===== src/rtl/core/aft_pkg.sv =====
// Shared types and constants for the affine point transform.
// Used by every module of the block; depends on nothing.
package aft_pkg;

   localparam int ELEM_W    = 32;
   localparam int REG_W     = 64;
   localparam int FRAC_BITS = 16;
   localparam int PROD_W    = 2 * ELEM_W;
   localparam int PAIR_W    = PROD_W + 1;
   localparam int SUM_W     = PROD_W + 2;
   localparam int NUM_REGS  = 6;
   localparam int CSR_IDX_W = 3;
   localparam int LANES     = 3;

   localparam logic [CSR_IDX_W-1:0] REG_ROW_X_LO = 3'd0;
   localparam logic [CSR_IDX_W-1:0] REG_ROW_X_HI = 3'd1;
   localparam logic [CSR_IDX_W-1:0] REG_ROW_Y_LO = 3'd2;
   localparam logic [CSR_IDX_W-1:0] REG_ROW_Y_HI = 3'd3;
   localparam logic [CSR_IDX_W-1:0] REG_ROW_Z_LO = 3'd4;
   localparam logic [CSR_IDX_W-1:0] REG_ROW_Z_HI = 3'd5;

   // Reset values give the identity transform (1.0 is 0x10000 in Q16.16).
   localparam logic [REG_W-1:0] ROW_X_LO_RESET = 64'h0000_0000_0001_0000;
   localparam logic [REG_W-1:0] ROW_X_HI_RESET = 64'h0000_0000_0000_0000;
   localparam logic [REG_W-1:0] ROW_Y_LO_RESET = 64'h0001_0000_0000_0000;
   localparam logic [REG_W-1:0] ROW_Y_HI_RESET = 64'h0000_0000_0000_0000;
   localparam logic [REG_W-1:0] ROW_Z_LO_RESET = 64'h0000_0000_0000_0000;
   localparam logic [REG_W-1:0] ROW_Z_HI_RESET = 64'h0000_0000_0001_0000;

   localparam logic [ELEM_W-1:0] SAT_POS = 32'h7FFF_FFFF;
   localparam logic [ELEM_W-1:0] SAT_NEG = 32'h8000_0000;

   typedef struct packed {
      logic                     cmd;
      logic signed [ELEM_W-1:0] x_in;
      logic signed [ELEM_W-1:0] y_in;
      logic signed [ELEM_W-1:0] z_in;
   } req_type;

   typedef struct packed {
      logic signed [ELEM_W-1:0] x_out;
      logic signed [ELEM_W-1:0] y_out;
      logic signed [ELEM_W-1:0] z_out;
      logic                     saturated;
   } rsp_type;

   // One matrix row: three coefficients and the translation element.
   typedef struct packed {
      logic signed [ELEM_W-1:0] c0;
      logic signed [ELEM_W-1:0] c1;
      logic signed [ELEM_W-1:0] c2;
      logic signed [ELEM_W-1:0] t;
   } row_type;

   typedef struct packed {
      logic              valid;
      logic [ELEM_W-1:0] value;
      logic              sat;
   } lane_out_type;

endpackage


===== src/rtl/core/aft_merge.sv =====
// Merging stage: gathers the three lane results into one registered response.
// Depends on aft_pkg.
module aft_merge (
   input  logic                  clock,
   input  logic                  reset,
   input  aft_pkg::lane_out_type lanes [aft_pkg::LANES],
   output logic                  rsp_valid,
   output aft_pkg::rsp_type      rsp_data
);

   logic             rsp_valid_ff;
   aft_pkg::rsp_type rsp_data_ff, rsp_data_in;

   always_comb begin
      rsp_data_in.x_out     = lanes[0].value;
      rsp_data_in.y_out     = lanes[1].value;
      rsp_data_in.z_out     = lanes[2].value;
      rsp_data_in.saturated = lanes[0].sat | lanes[1].sat | lanes[2].sat;
   end

   always_ff @(posedge clock) begin
      if (reset) begin
         rsp_valid_ff <= 1'b0;
      end else begin
         rsp_valid_ff <= lanes[0].valid;
      end
   end

   always_ff @(posedge clock) begin
      rsp_data_ff <= rsp_data_in;
   end

   assign rsp_valid = rsp_valid_ff;
   assign rsp_data  = rsp_data_ff;

endmodule


===== config.mk =====
export PLATFORM = sky130hd
export DESIGN_NAME = aft_merge
export DESIGN_NICKNAME = d
export VERILOG_FILES = /design/src/rtl/core/aft_pkg.sv /design/src/rtl/core/aft_merge.sv
export SDC_FILE = /design/constraint.sdc
export NUM_CORES = 1
export LEC_CHECK = 0
export ABC_AREA = 1
export ABC_CLOCK_PERIOD_IN_PS = 800
export BUFFER_PORTS_ARGS = -buffer_cell sky130_fd_sc_hd__buf_4
export CORE_AREA = 4 4 82 84
export CTS_CLUSTER_DIAMETER = 200
export DETAILED_ROUTE_END_ITERATION = 10
export DIE_AREA = 0 0 86 88
export PLACE_DENSITY = 0.79
export SETUP_SLACK_MARGIN = 0.5
export SLEW_MARGIN = 15
export SYNTH_ARGS = -nofsm -noshare
export SYNTH_HDL_FRONTEND = slang
export SYNTH_SLANG_ARGS = --single-unit
export TNS_END_PERCENT = 10

===== constraint.sdc =====
create_clock -name clock -period 0.8 [get_ports clock]
set_input_delay 0.16 -clock clock [delete_from_list [all_inputs] [get_ports clock]]
set_output_delay 0.16 -clock clock [all_outputs]
set_load 0.1 [all_outputs]

# --- Yosys cells after proc, flatten, opt, wreduce, memory -nomap -nowiden ---
# Cells that the tools add are included.
# W data, S select, Z words.
classes:
  bitwise: 2
ops:
  columns: ["op", "count"]
  rows:
  - ["$or A1 B1 Y1", 2]
word_totals:
  regBits: 98
  in_bits: 104
  out_inout_bits: 98
  word_cells: 7

# --- Logic depth before layout (Yosys ltp) ---
depth:
  word_depth: 2
  ltp_mapped: 2
  ltp_nobuf: 2

# --- Least setup slack after synthesis ---
# Ideal clock, no wire load.
synth_path:
  kind: "flip-flop to output port"
  from: "reg rsp_data_ff (netlist bit rsp_data[0])"
  to: "out rsp_data[0] (netlist name)"
  t_arrival_ns: 0.909
  required_time_ns: 0.640
  slack_ns: -0.269
  path_stages_with_launch: 1
  n_path_buf: 0
  path_cell_list: "dfxtp_1"
synth_rtl:
  columns: ["item", "line", "text"]
  rows:
  - ["from (decl)", "aft_merge.sv:12", "aft_pkg::rsp_type rsp_data_ff, rsp_data_in;"]
  - ["from (signal assigned)", "aft_merge.sv:30", "rsp_data_ff <= rsp_data_in;"]
  - ["to (decl)", "aft_merge.sv:8", "output aft_pkg::rsp_type rsp_data"]
# No word-level cell between the ends.

# --- Final worst setup path ---
layout_path:
  from: "reg rsp_data_ff (netlist bit rsp_data[32])"
  to: "out rsp_data[32] (netlist name)"
# No word-level cell between the ends.

==> out/metrics.cfg <==
[floorplanning]
core_um2 = 5921
fp.dieH_um = 88
initial_core_util = 0.3345
dieArea_um2 = 7568
fp-row-count = 28
die_w_um = 86
ios = 202

[finish]
multi_input_area_um2 = 11.26
area_growth_pct = 157.9
nNetsFinal = 417
final_cells = 393
register_area_um2 = 2107
drive_gt1_frac = 0.9811
fill_cells = 250
layout_commonest_cell = buf_4
design_area_um2 = 5109
diodes = 0
final_cell_mix = buf_4 (101), buf_12 (98), dfxtp_2 (89)

[routing]
antenna_left = 0
wl_per_cell_um = 20.30
vias = 1612
drc = 0
routed_wl_um = 7978
drt_iter0_markers = 30
vias_per_cell = 4.102
drt_pass1_iterations = 4

[sta]
final_max_slew_viol_count = 0
max_slew_margin = 0.9120
setup_ws_ns = -0.2579
hold_viol_final = 98
rsz0062_at_grt = yes
tightest_slew_ns = 0.1315
finalCritPeriodShare = 1.322
fmax_ghz = 0.9452
layout_min_cycle_time_ns = 1.058
setup_viol = 98
holdWs_ns = -0.09893

[critical_path]
crit_arrival_ns = 0.90
cp_slowest_cell = dfxtp_2
crit_type = reg -> out
cp_max_fo = 1
cp_num_buf_inv = 1
critPathCaptureType = output pin
slowest_delay_ns = 0.37
crit_family = flip-flops
path_cells = buf_12
start_kind = register
cp.required_ns = 0.64

[clock_network]
htreeDepth = 3
cts_inserted_buffers = 9
clkSinkCount = 98
clock-root-buffer = clkbuf_8
postCtsSetupBuffers = 0
clockBufferDepth = 2
clkSlewWorstSetupHoldPaths_ns = 0.09
cts_tree = yes

[place]
pre_cts_ws_ns = 0.03920
place_area_um2 = 3603
gp_congestion = 0.6884
dp.cells = 377
portBuffers = 199

[synthesis]
synth_compound_area_frac = 0
yosys_warnings = 0
ys_types = 4
synth-seq-cells = 98
syn_nets = 207
syn_avg_cell_area_um2 = 19.23
synthSimpleGateAreaFrac = 0.005685
synth-xor-area-share = 0
ys_seq_area_frac = 0.9905
synth_top_family_by_area = simple AND/OR/NAND/NOR gates
netlist_area_um2 = 1981
synth.area.mux_share = 0
synth_fa_ha_area_frac = 0
netlist_instances = 103

[run_status]
violations = hold timing, setup timing
outcome = finished, violations left

[power]
pwr-share-clk = 0.242
p_switching_w = 0.004021
p_seq_frac = 0.465
p_int_w = 0.007607
p_sw_frac = 0.3458
power_density_nw_per_um2 = 2276
vdd_ir_drop_max_v = 0.001528
power_frac_comb = 0.293
p_leak_nw = 2.339

[min_path]
holdCritStartpoint = lanes[11]
min_path_type = in -> reg
min_to = rsp_data[11]
hold_path_depth = 1

[run]
drv_cap = 0

[grt]
grt_max_degree = 17
grt_use_total = 0.2108
grt_pass1_vias = 1869
grt_antenna_before_repair = 0
grt_first_pass_wirelength_um = 11260
grt-ovfl-total = 0

-- stage by stage --
step | power [W] | setup TNS (ns) | utilization
after floorplan | 0.007227 | -23.67 | -
after global placement | 0.008013 | 0 | 0.6086
after detailed placement | 0.008037 | 0 | 0.6086
after CTS | 0.01166 | -24.28 | 0.8628
after global routing | 0.01203 | -26.95 | 0.8628
final | 0.01163 | -23.14 | 0.8628
-- registers in the layout, indices dropped and copies added, names as in the netlist --
register / cells
rsp_valid: 1
rsp_data: 97
-- worst max-delay path by stage --
stage,from,slack [ns],to,depth (start not counted)
floorplan,rsp_data[19],-0.27,rsp_data[19],0
global placement,rsp_data[41],0.03,rsp_data[41],1
detailed placement,rsp_data[53],0.04,rsp_data[53],1
CTS,rsp_data[60],-0.26,rsp_data[60],1
global route,rsp_data[32],-0.29,rsp_data[32],1
finish,rsp_data[32],-0.26,rsp_data[32],1
-- power groups by stage --
stage / clock (W) / sequential, W / combinational (W)
after floorplan: 0 / 0.00722 / 0.00000452
after global placement: 0 / 0.00530 / 0.00271
after detailed placement: 0 / 0.00531 / 0.00273
after CTS: 0.00288 / 0.00539 / 0.00339
after global routing: 0.00314 / 0.00543 / 0.00346
final: 0.00281 / 0.00541 / 0.00341
-- cell usage after synthesis --
master,instances,area share
nor2_1,2,0.0038
nand2_1,1,0.0019
dfxtp_1,98,0.99
inv_1,2,0.0038
-- logic make-up (layout without fill, tap and decap cells) --
kind of cell,count (synthesis),after routing
simple gates,3,3
buf+inv,2,217
flops,98,98
-- layer usage --
layer,up-vias,part of all wire,track usage
li1,731,-,-
met1,735,0.30,0.1900
met2,133,0.54,0.3875
met3,13,0.14,0.1214
met4,0,0.020,0.08201
met5,-,0,0
-- area by class of cell --
| cell class | instances | share of cell area |
|---|---|---|
| Tap cell | 75 | 0.01837 |
| Clock buffer | 10 | 0.02498 |
| Clock inverter | 6 | 0.008082 |
| Inverter | 2 | 0.001470 |
| Timing Repair Buffer | 199 | 0.5325 |
| Sequential cell | 98 | 0.4124 |
| Multi-Input combinational cell | 3 | 0.002204 |
-- timing repair --
action / 4_1_cts / 5_1_grt
hold endpoints to repair: 98 / 98
endpoints found under the setup margin: 98 / 98
gates resized for setup: 382 / 0
Power figures use the tool's default switching activity.
